--- src/hw/rtl/jdd_pkg.sv ---
package jdd_pkg;

    // Default for the longest batch that is accumulated.
    localparam int MAX_BATCH_DEF = 4096;

    // Fixed field widths.
    localparam int SAMPLE_W = 16;
    localparam int MAG_W    = SAMPLE_W + 1;
    localparam int POWER_W  = 32;
    localparam int DUTY_W   = 17;
    localparam int FRAC_W   = 16;
    localparam int CNT32_W  = 32;
    localparam int CFG_W    = 32;

    localparam int IN_DATA_W  = 32;
    localparam int OUT_DATA_W = 120;

    localparam logic [DUTY_W-1:0] DUTY_LIMIT_RST = 17'h10000;

    // Configuration register indexes.
    localparam logic REG_POWER_LIMIT = 1'b0;
    localparam logic REG_DUTY_LIMIT  = 1'b1;

    typedef enum logic [3:0] {
        S_IDLE,
        S_SQ_I,
        S_SQ_Q,
        S_ACC,
        S_DUTY_GO,
        S_DUTY_WAIT,
        S_MEAN_GO,
        S_MEAN_WAIT,
        S_UPDATE
    } t_state;

    // Start request and result strobe of the shared divider.
    typedef struct packed {
        logic start;
    } t_div_req;

    typedef struct packed {
        logic done;
    } t_div_rsp;

    // Absolute value of a two's complement sample, one bit wider.
    function automatic logic [MAG_W-1:0] mag16(input logic [SAMPLE_W-1:0] s);
        logic [MAG_W-1:0] ext;
        ext = {s[SAMPLE_W-1], s};
        return s[SAMPLE_W-1] ? (MAG_W'(0) - ext) : ext;
    endfunction

endpackage

--- src/hw/rtl/jdd_div.sv ---
module jdd_div import jdd_pkg::*; #(
    parameter int NUM_W = 45,
    parameter int DEN_W = 13
) (
    input  logic             i_clk,
    input  logic             i_rst_n,
    input  t_div_req         i_req,
    input  logic [NUM_W-1:0] i_num,
    input  logic [DEN_W-1:0] i_den,
    output t_div_rsp         o_rsp,
    output logic [NUM_W-1:0] o_quo
);

    localparam int STEP_W = $clog2(NUM_W + 1);

    logic [NUM_W-1:0]  r_num;
    logic [DEN_W-1:0]  r_rem;
    logic [DEN_W-1:0]  r_den;
    logic [STEP_W-1:0] r_step;
    logic              r_busy;
    logic              r_done;

    logic [DEN_W:0] rem_sh;
    logic           ge;
    logic [DEN_W:0] diff;

    // One quotient bit per cycle: the dividend shifts out at the top while
    // quotient bits shift in at the bottom.
    assign rem_sh = {r_rem, r_num[NUM_W-1]};
    assign ge     = rem_sh >= {1'b0, r_den};
    assign diff   = rem_sh - {1'b0, r_den};

    always_ff @(posedge i_clk) begin
        if (!i_rst_n) begin
            r_busy <= 1'b0;
            r_done <= 1'b0;
            r_step <= '0;
        end else begin
            r_done <= 1'b0;
            if (i_req.start) begin
                r_busy <= 1'b1;
                r_step <= STEP_W'(NUM_W);
            end else if (r_busy) begin
                r_step <= r_step - 1'b1;
                if (r_step == STEP_W'(1)) begin
                    r_busy <= 1'b0;
                    r_done <= 1'b1;
                end
            end
        end
    end

    always_ff @(posedge i_clk) begin
        if (i_req.start) begin
            r_num <= i_num;
            r_rem <= '0;
            r_den <= i_den;
        end else if (r_busy) begin
            r_num <= {r_num[NUM_W-2:0], ge};
            r_rem <= ge ? diff[DEN_W-1:0] : rem_sh[DEN_W-1:0];
        end
    end

    assign o_rsp.done = r_done;
    assign o_quo      = r_num;

endmodule

--- src/hw/rtl/iq_jammer_duty_detector.sv ---
// Channel    | Ports                    | Word
// -----------+--------------------------+-------------------------------------------
// samples in | i_s_axis_t*, o_s_axis_*  | tdata: i_sample, q_sample; tlast: batch_end
// summary    | o_m_axis_t*, i_m_axis_*  | tdata: total, flagged, peak duty, peak power
// config     | i_cfg_we/idx/data        | 0: power_limit, 1: duty_limit
//
// A sample goes through accept, two passes of the one squaring multiplier,
// and the accumulate/compare step; no new sample is taken until they are done.
// A sample closing a batch adds two runs of the shared restoring divider
// and the update step. A sample past MAX_BATCH is accepted and dropped,
// or goes straight to the two divider runs and the update when it closes the batch.
// Reset is synchronous and clears the accumulators, counters, peaks and
// config to their reset values. The summary waits in its output register; a
// full register stalls the next batch update, and no samples are taken while it waits.
module iq_jammer_duty_detector import jdd_pkg::*; #(
    parameter int MAX_BATCH = MAX_BATCH_DEF
) (
    input  logic                  i_clk,
    input  logic                  i_rst_n,
    // i_sample [15:0], q_sample [31:16]
    input  logic [IN_DATA_W-1:0]  i_s_axis_tdata,
    input  logic                  i_s_axis_tlast,
    input  logic                  i_s_axis_tvalid,
    output logic                  o_s_axis_tready,
    // total_batches [31:0], flagged_batches [63:32], peak_duty [80:64],
    // peak_mean_power [112:81], zeros [119:113]
    output logic [OUT_DATA_W-1:0] o_m_axis_tdata,
    output logic                  o_m_axis_tvalid,
    input  logic                  i_m_axis_tready,
    input  logic                  i_cfg_we,
    input  logic                  i_cfg_idx,
    input  logic [CFG_W-1:0]      i_cfg_data
);

    localparam int CNT_W = $clog2(MAX_BATCH + 1);
    localparam int SUM_W = POWER_W + CNT_W;

    t_state r_state, n_state;

    logic [POWER_W-1:0] r_power_limit;
    logic [DUTY_W-1:0]  r_duty_limit;

    logic [MAG_W-1:0]   r_mag_i, r_mag_q;
    logic               r_last;
    logic [POWER_W-1:0] r_power;

    logic [CNT_W-1:0]   r_cnt, r_over;
    logic [SUM_W-1:0]   r_sum;

    logic [DUTY_W-1:0]  r_duty;
    logic [POWER_W-1:0] r_mean;

    logic [CNT32_W-1:0] r_batches, r_flagged;
    logic [DUTY_W-1:0]  r_duty_peak;
    logic [POWER_W-1:0] r_power_peak;
    logic               r_out_valid;

    logic               accept;
    logic               room;
    logic [MAG_W-1:0]   mul_op;
    logic [2*MAG_W-1:0] mul_res;
    logic               do_update;

    t_div_req           div_req;
    t_div_rsp           div_rsp;
    logic [SUM_W-1:0]   div_num;
    logic [SUM_W-1:0]   div_quo;

    assign accept = i_s_axis_tvalid && o_s_axis_tready;
    assign room   = r_cnt < CNT_W'(MAX_BATCH);

    // The single multiplier squares the I magnitude, then the Q magnitude.
    assign mul_op  = (r_state == S_SQ_Q) ? r_mag_q : r_mag_i;
    assign mul_res = mul_op * mul_op;

    assign div_num = (r_state == S_DUTY_GO)
                   ? SUM_W'({r_over, FRAC_W'(0)})
                   : r_sum;

    jdd_div #(
        .NUM_W (SUM_W),
        .DEN_W (CNT_W)
    ) u_div (
        .i_clk   (i_clk),
        .i_rst_n (i_rst_n),
        .i_req   (div_req),
        .i_num   (div_num),
        .i_den   (r_cnt),
        .o_rsp   (div_rsp),
        .o_quo   (div_quo)
    );

    always_ff @(posedge i_clk) begin
        if (!i_rst_n) begin
            r_state <= S_IDLE;
        end else begin
            r_state <= n_state;
        end
    end

    always_comb begin
        n_state         = r_state;
        o_s_axis_tready = 1'b0;
        div_req.start   = 1'b0;
        do_update       = 1'b0;
        unique case (r_state)
            S_IDLE: begin
                o_s_axis_tready = 1'b1;
                if (i_s_axis_tvalid) begin
                    if (room) begin
                        n_state = S_SQ_I;
                    end else if (i_s_axis_tlast) begin
                        n_state = S_DUTY_GO;
                    end
                end
            end
            S_SQ_I: n_state = S_SQ_Q;
            S_SQ_Q: n_state = S_ACC;
            S_ACC:  n_state = r_last ? S_DUTY_GO : S_IDLE;
            S_DUTY_GO: begin
                div_req.start = 1'b1;
                n_state       = S_DUTY_WAIT;
            end
            S_DUTY_WAIT: begin
                if (div_rsp.done) begin
                    n_state = S_MEAN_GO;
                end
            end
            S_MEAN_GO: begin
                div_req.start = 1'b1;
                n_state       = S_MEAN_WAIT;
            end
            S_MEAN_WAIT: begin
                if (div_rsp.done) begin
                    n_state = S_UPDATE;
                end
            end
            S_UPDATE: begin
                if (!r_out_valid || i_m_axis_tready) begin
                    do_update = 1'b1;
                    n_state   = S_IDLE;
                end
            end
            default: n_state = S_IDLE;
        endcase
    end

    // Sample path payload.
    always_ff @(posedge i_clk) begin
        if (accept) begin
            r_mag_i <= mag16(i_s_axis_tdata[SAMPLE_W-1:0]);
            r_mag_q <= mag16(i_s_axis_tdata[2*SAMPLE_W-1:SAMPLE_W]);
        end
        if (r_state == S_SQ_I) begin
            r_power <= POWER_W'(mul_res);
        end else if (r_state == S_SQ_Q) begin
            r_power <= r_power + POWER_W'(mul_res);
        end
        if (r_state == S_DUTY_WAIT && div_rsp.done) begin
            r_duty <= div_quo[DUTY_W-1:0];
        end
        if (r_state == S_MEAN_WAIT && div_rsp.done) begin
            r_mean <= div_quo[POWER_W-1:0];
        end
    end

    always_ff @(posedge i_clk) begin
        if (!i_rst_n) begin
            r_last        <= 1'b0;
            r_cnt         <= '0;
            r_over        <= '0;
            r_sum         <= '0;
            r_batches     <= '0;
            r_flagged     <= '0;
            r_duty_peak   <= '0;
            r_power_peak  <= '0;
            r_out_valid   <= 1'b0;
            r_power_limit <= '0;
            r_duty_limit  <= DUTY_LIMIT_RST;
        end else begin
            if (i_cfg_we) begin
                unique case (i_cfg_idx)
                    REG_POWER_LIMIT: r_power_limit <= i_cfg_data;
                    REG_DUTY_LIMIT:  r_duty_limit  <= i_cfg_data[DUTY_W-1:0];
                    default: ;
                endcase
            end

            if (accept) begin
                r_last <= i_s_axis_tlast;
            end

            if (r_state == S_ACC) begin
                r_sum <= r_sum + SUM_W'(r_power);
                r_cnt <= r_cnt + 1'b1;
                if (r_power >= r_power_limit) begin
                    r_over <= r_over + 1'b1;
                end
            end

            if (o_m_axis_tvalid && i_m_axis_tready) begin
                r_out_valid <= 1'b0;
            end

            if (do_update) begin
                if (r_batches != '1) begin
                    r_batches <= r_batches + 1'b1;
                end
                if (r_duty >= r_duty_limit && r_flagged != '1) begin
                    r_flagged <= r_flagged + 1'b1;
                end
                if (r_duty > r_duty_peak) begin
                    r_duty_peak <= r_duty;
                end
                if (r_mean > r_power_peak) begin
                    r_power_peak <= r_mean;
                end
                r_out_valid <= 1'b1;
                r_cnt       <= '0;
                r_over      <= '0;
                r_sum       <= '0;
            end
        end
    end

    assign o_m_axis_tvalid = r_out_valid;
    assign o_m_axis_tdata  = {7'd0, r_power_peak, r_duty_peak, r_flagged, r_batches};

endmodule

--- config.mk ---
export PLATFORM = sky130hd
export DESIGN_NAME = iq_jammer_duty_detector
export DESIGN_NICKNAME = d
export VERILOG_FILES = /design/src/hw/rtl/jdd_pkg.sv /design/src/hw/rtl/jdd_div.sv /design/src/hw/rtl/iq_jammer_duty_detector.sv
export SDC_FILE = /design/constraint.sdc
export NUM_CORES = 2
export LEC_CHECK = 0
export ABC_CLOCK_PERIOD_IN_PS = 11800
export BUFFER_PORTS_ARGS = -buffer_cell sky130_fd_sc_hd__clkbuf_2
export CAP_MARGIN = 20
export CORE_MARGIN = 5
export CORE_UTILIZATION = 25
export DETAILED_ROUTE_END_ITERATION = 8
export GPL_ROUTABILITY_DRIVEN = 0
export SLEW_MARGIN = 25
export SYNTH_ARGS = -nofsm -noshare
export SYNTH_HDL_FRONTEND = slang
export SYNTH_SLANG_ARGS = --single-unit
--- constraint.sdc ---
create_clock -name i_clk -period 11.8 [get_ports i_clk]
set_input_delay 2.36 -clock i_clk [delete_from_list [all_inputs] [get_ports i_clk]]
set_output_delay 2.36 -clock i_clk [all_outputs]
set_load 0.01 [all_outputs]
# ---- Word-level counts from Yosys, hierarchy flattened
# Index checks and enable logic that the tools add are counted.
dict set report totals {
  ff_bits 433
  wordCells 114
}
dict set report op_classes {
  addsub 10
  mul 1
  magnitude_cmp 6
  n_eq_ne 16
  mux 29
  bitwise_logic 3
  n_reduce_logical 23
}
# operator count
set op_table {}
lappend op_table {{$mux W45} 3}
lappend op_table {{$add A32 B1 Y32 const B} 2}
lappend op_table {{$mux W32} 2}
lappend op_table {{$ne A32 B32 Y1 const B} 2}
lappend op_table {{$add A45 B32 Y45} 1}
lappend op_table {{$pmux W4 S9} 1}
lappend op_table {{$sub A1 B16 Y17 const A} 2}
lappend op_table {{$add A32 B32 Y32} 1}
lappend op_table {{$ge A32 B32 Y1} 1}
lappend op_table {{$gt A32 B32 Y1} 1}
lappend op_table {{$mul A17 B17 Y32} 1}
lappend op_table {{$mux W15} 2}
lappend op_table {{$add A13 B1 Y13 const B} 2}
lappend op_table {{$mux W4} 6}
lappend op_table {{$ge A17 B17 Y1} 1}
lappend op_table {{$gt A17 B17 Y1} 1}
lappend op_table {{$mux W17} 1}
lappend op_table {{$eq A4 B3 Y1 const B} 4}
lappend op_table {{$ge A14 B13 Y1} 1}
lappend op_table {{$reduce_and A2 Y1} 7}
lappend op_table {{$lt A13 B13 Y1 const B} 1}
lappend op_table {{$mux W13} 1}
lappend op_table {{$sub A13 B13 Y13} 1}
lappend op_table {{$mux W6} 2}
lappend op_table {{other kinds (19)} 41}

# ---- Logic depth before layout (Yosys ltp)
dict set report depth {
  word_depth 6
  depth_mapped 41
  ltp_nobuf 37
}

# ---- By module
# From an unflattened synthesis, not the netlist that was laid out.
dict set report hier_totals {
  cells_unflattened 3446
  area_unflattened_um2 31924.4
}
# module instances cells_each area_each_um2 seq_area_each_um2
set modules_own_cells {}
lappend modules_own_cells {iq_jammer_duty_detector 1 3123 27929.3 8237.9}
lappend modules_own_cells {jdd_div 1 323 3995.1 2162.1}

# ---- Worst setup path after synthesis
# OpenSTA, ideal clock, no wires.
dict set report synth_path {
  kind {register to register}
  startpoint {reg r_state[2]}
  endpoint {reg r_power[31], data pin}
  setup_time_ps 270
  t_arrival_ps 9016
  t_required_ps 11530
  path_slack_ps 2514
  path_stages_with_launch 39
  path_buffers 2
  period_less_slack_ps 9286
  cell_sequence {dfxtp_1 > clkbuf_1 > nor2b_1 > and2_1 > buf_2 > mux2i_1 > clkinv_1 > nand2_1 > inv_1 > fa_1 > inv_1 > fa_1 > fa_1 > inv_1 > fa_1 > fa_1 > inv_1 > fa_1 > (+3 left out) > a21o_1 > a21o_1 > a21oi_1 > o31ai_1 > a21oi_1 > o21bai_1 > a21oi_1 > xnor2_1 > ha_1 > and3_1 > nand2_1 > o41ai_1 > nor3_1 > nor3_1 > a41oi_1 > nor4b_1 > a211o_1 > xor2_1}
}
dict set report synth_between {
  elab_chain_cells 6
  word_cells_on_any_way 7
}
# element line
set synth_rtl {}
lappend synth_rtl {{start, declared} iq_jammer_duty_detector.sv:38} ;# t_state r_state, n_state;
lappend synth_rtl {{start signal, assigned} iq_jammer_duty_detector.sv:97} ;# r_state <= n_state;
lappend synth_rtl {{$eq A4 B2 Y1} iq_jammer_duty_detector.sv:73} ;# assign mul_op = (r_state == S_SQ_Q) ? r_mag_q : r_mag_i;
lappend synth_rtl {{$mux W17} iq_jammer_duty_detector.sv:73}
lappend synth_rtl {{$mul A17 B17 Y32} iq_jammer_duty_detector.sv:74} ;# assign mul_res = mul_op * mul_op;
lappend synth_rtl {{$add A32 B32 Y32} iq_jammer_duty_detector.sv:157} ;# r_power <= r_power + POWER_W'(mul_res);
lappend synth_rtl {{$mux W32} iq_jammer_duty_detector.sv:156} ;# end else if (r_state == S_SQ_Q) begin
lappend synth_rtl {{$mux W32 (*)} iq_jammer_duty_detector.sv:154} ;# if (r_state == S_SQ_I) begin
lappend synth_rtl {{end signal, assigned} iq_jammer_duty_detector.sv:155} ;# r_power <= POWER_W'(mul_res);
lappend synth_rtl {{end signal, assigned} iq_jammer_duty_detector.sv:157}
lappend synth_rtl {{end, declared} iq_jammer_duty_detector.sv:45} ;# logic [POWER_W-1:0] r_power;
# Every way passes the cells marked *; elsewhere a longest branch is shown, timed or not. The select of a mux whose other input is x is not followed.
# A chain may end at the register's enable or synchronous reset.

# ---- Final worst setup path
# Ends and elaborated chain as after synthesis.

==> results.toml <==
[clocking]
ctsResizeCount = 0
post-cts-setup-buffers = 0
clk_pin_slew_ps = 60
cts_tree = "built"
cts-root-buf = "clkbuf_16"
insertion_delay_ps = 640
cts_made_buffers = 50
clockBufferDepth = 3
htreeDepth = 2
clkSinkCount = 433
holdBufCountCts = 0

[critical_path]
path_class = "reg2reg"
slowest_stage = "fa_1"
cp-start-kind = "flip-flop"
critPathMaxStageDelay_ps = 540
path_buf_inv = 7
crit_family = "adder cells"
crit_fanout = 20
ff2ff_setup_slack_ps = 1830
critPathRequiredTime_ps = 12150
setup.worst_path.end_class = "flip-flop"
crit_arrival_ps = 10320

[floorplanning]
die-area_um2 = 134000
core_area_um2 = 126000
die_height_um = 367
die_w_um = 367
rows = 130
pin_count = 193
initial_utilization_pct = 25.2

[route]
ant_nets = 0
wl_met1_mm = 39.2
drtIter0Drc = 1403
maxUsedRoutingLayer = "met4"
viasPerCell = 4.51
met2_length_mm = 35.1
drcViolationCount = 0
finalWirelength_mm = 80.6
dr.pass1.iters = 5
met3_length_mm = 4.35
num_vias = 23900
wl_per_cell_um = 15.3

[timing]
worst_hold_slack_ps = 446
clock_skew_ps = 46.6
fin_crit_sh_pct = 84.5
max_slew_margin_pct = 33.6
period_needed_ps = 9970
drv_slew = 0
tightestPinTransition_ps = 996
setup-tns-final_ps = 0
hold_viol_final = 0
rsz0062_at_grt = "no"
max_freq_ghz = 0.100
setup_viol = 0

[cells_and_area]
fill_cells = 13300
drive_above_1_share_pct = 9.33
finalNetCount = 4140
n_antenna_cell = 0
post-route-util_pct = 28.8
synthToLayoutAreaGrowth_pct = 14.2

[synthesis]
synthDistinctLibCells = 78
ys_warn_count = 0
async_reset_ff_share_pct = 0
ys_seq_elements = 433
synth_edf_count = 173
syn_inst = 3448
avgSynthCellArea_um2 = 9.21
synth-seq-area-share_pct = 32.7
netlist_area_um2 = 31800
ys.flop_type = "dfxtp_1"

[job]
maxCapViolations = 0

[global_route]
antenna_found_initial = 1
grt_pass1_vias = 23700
grt_pass1_wl_mm = 130
grt_usage_pct = 11.8
grt_max_degree = 80
grt.overflow.total = 0

[placed_design]
detailed_place_hpwl_mm = 63.0
port-buffer-count = 185

[outcome]
run_status = "complete, no violations"

[hold_path]
hp-class = "reg2reg"
worst paths after layout:
kind / start / endpoint / depth (start not counted)
setup / recovery: r_state[2] / r_power[31] / 37
hold / removal: u_div.o_quo[20] / r_mean[20] / 0
setup reg to reg: r_state[2] / r_power[31] / 37
hold reg to reg: u_div.o_quo[20] / r_mean[20] / 0
cells in the mapped netlist, types with 11 or more instances:
master      n  area, um^2
nor4_1     12        75.1
and4_1     13         114
buf_2      17        85.1
inv_1     417        1570
mux2_2     14         158
a21oi_1   173         866
nand2b_1   29         181
o31ai_1    25         188
o211ai_1   11        82.6
edfxtp_1  173        5190
xor2_1     57         499
o21bai_1   12        90.1
clkbuf_1   88         330
o21a_1     28         210
nand2_1   435        1630
mux2i_1    97         971
nand3_1    87         435
or3_1      40         250
and2_1     48         300
and3_1     33         206
xnor2_1   122        1070
dfxtp_1   260        5200
nor2_1    166         623
o21ai_0   145         726
nor3_1     29         145
a21o_1     87         653
a31oi_1    13        81.3
nor2b_1    91         569
nand4_1    46         288
buf_1      15        56.3
ha_1      284        3550
fa_1      193        3860
a21boi_0   73         548
sequential cells by signal (all words and copies together) (netlist names), 32 cells and up:
signal	cells
r_batches	32
r_flagged	32
r_mean	32
r_power	32
r_power_limit	32
r_power_peak	32
r_sum	45
u_div.o_quo	45
stage by stage:
| stage | std cells | setup WS (ps) | cell area [um^2] |
|---|---|---|---|
| after floorplan | 3456 | 2510 | 31800 |
| after global placement | 5189 | 2030 | 34500 |
| after detailed placement | 5190 | 1900 | 34500 |
| after CTS | 5284 | 1880 | 36300 |
| after global routing | 5284 | 1150 | 36300 |
| final | 5284 | 1830 | 36300 |
cell families (layout without fill, tap and decap cells):
logic type / count (synthesis) / after routing / synth area share (%)
adders and majority gates: 477 / 477 / 23.3
buffers and inverters: 552 / 730 / 6.69
DFF: 433 / 433 / 32.7
AOI/OAI and AO/OA: 631 / 631 / 12.6
xor gates and xnor gates: 179 / 179 / 4.93
other: 1 / 9 / 0.0118
muxes: 111 / 111 / 3.55
and+or+nand+nor: 1064 / 1064 / 16.2
final cells by class:
type	instances	area [um^2]	share of cell area, %
multi-input cells	2471	19300	53.2
flip-flops and latches	433	10400	28.7
well taps	1650	2060	5.69
inverters	424	1590	4.38
clock buffers	70	1440	3.98
repair buffers	212	1130	3.13
clock inverters	24	337	0.927
per-layer routing:
metal,up-vias,GRT usage [%]
met4,0,3.14
li1,12000,-
met3,92,2.42
met5,-,0
met1,11300,16.6
met2,498,18.5
placed cells by master, fill, tap and decap left out, types with 14 or more instances in the layout:
cell       count
a21o_1        87
and2_1        47
fa_1         193
nor2b_1       90
mux2i_1       97
o21a_1        28
nand2b_1      27
mux2_2        14
nand2_1      433
nor3_1        29
o21ai_0      145
nand3_1       87
a21boi_0      73
clkinv_1      14
xnor2_1      122
or3_1         40
inv_1        416
nor2_1       166
xor2_1        57
and3_1        32
ha_1         284
nand4_1       46
edfxtp_1     173
clkbuf_16     52
buf_4         27
clkbuf_2     185
o31ai_1       23
dfxtp_1      258
a21oi_1      173
Power is left out: the tool's default activity adds up to more than one toggle a clock period on the data nets, which glitch-free logic cannot reach.
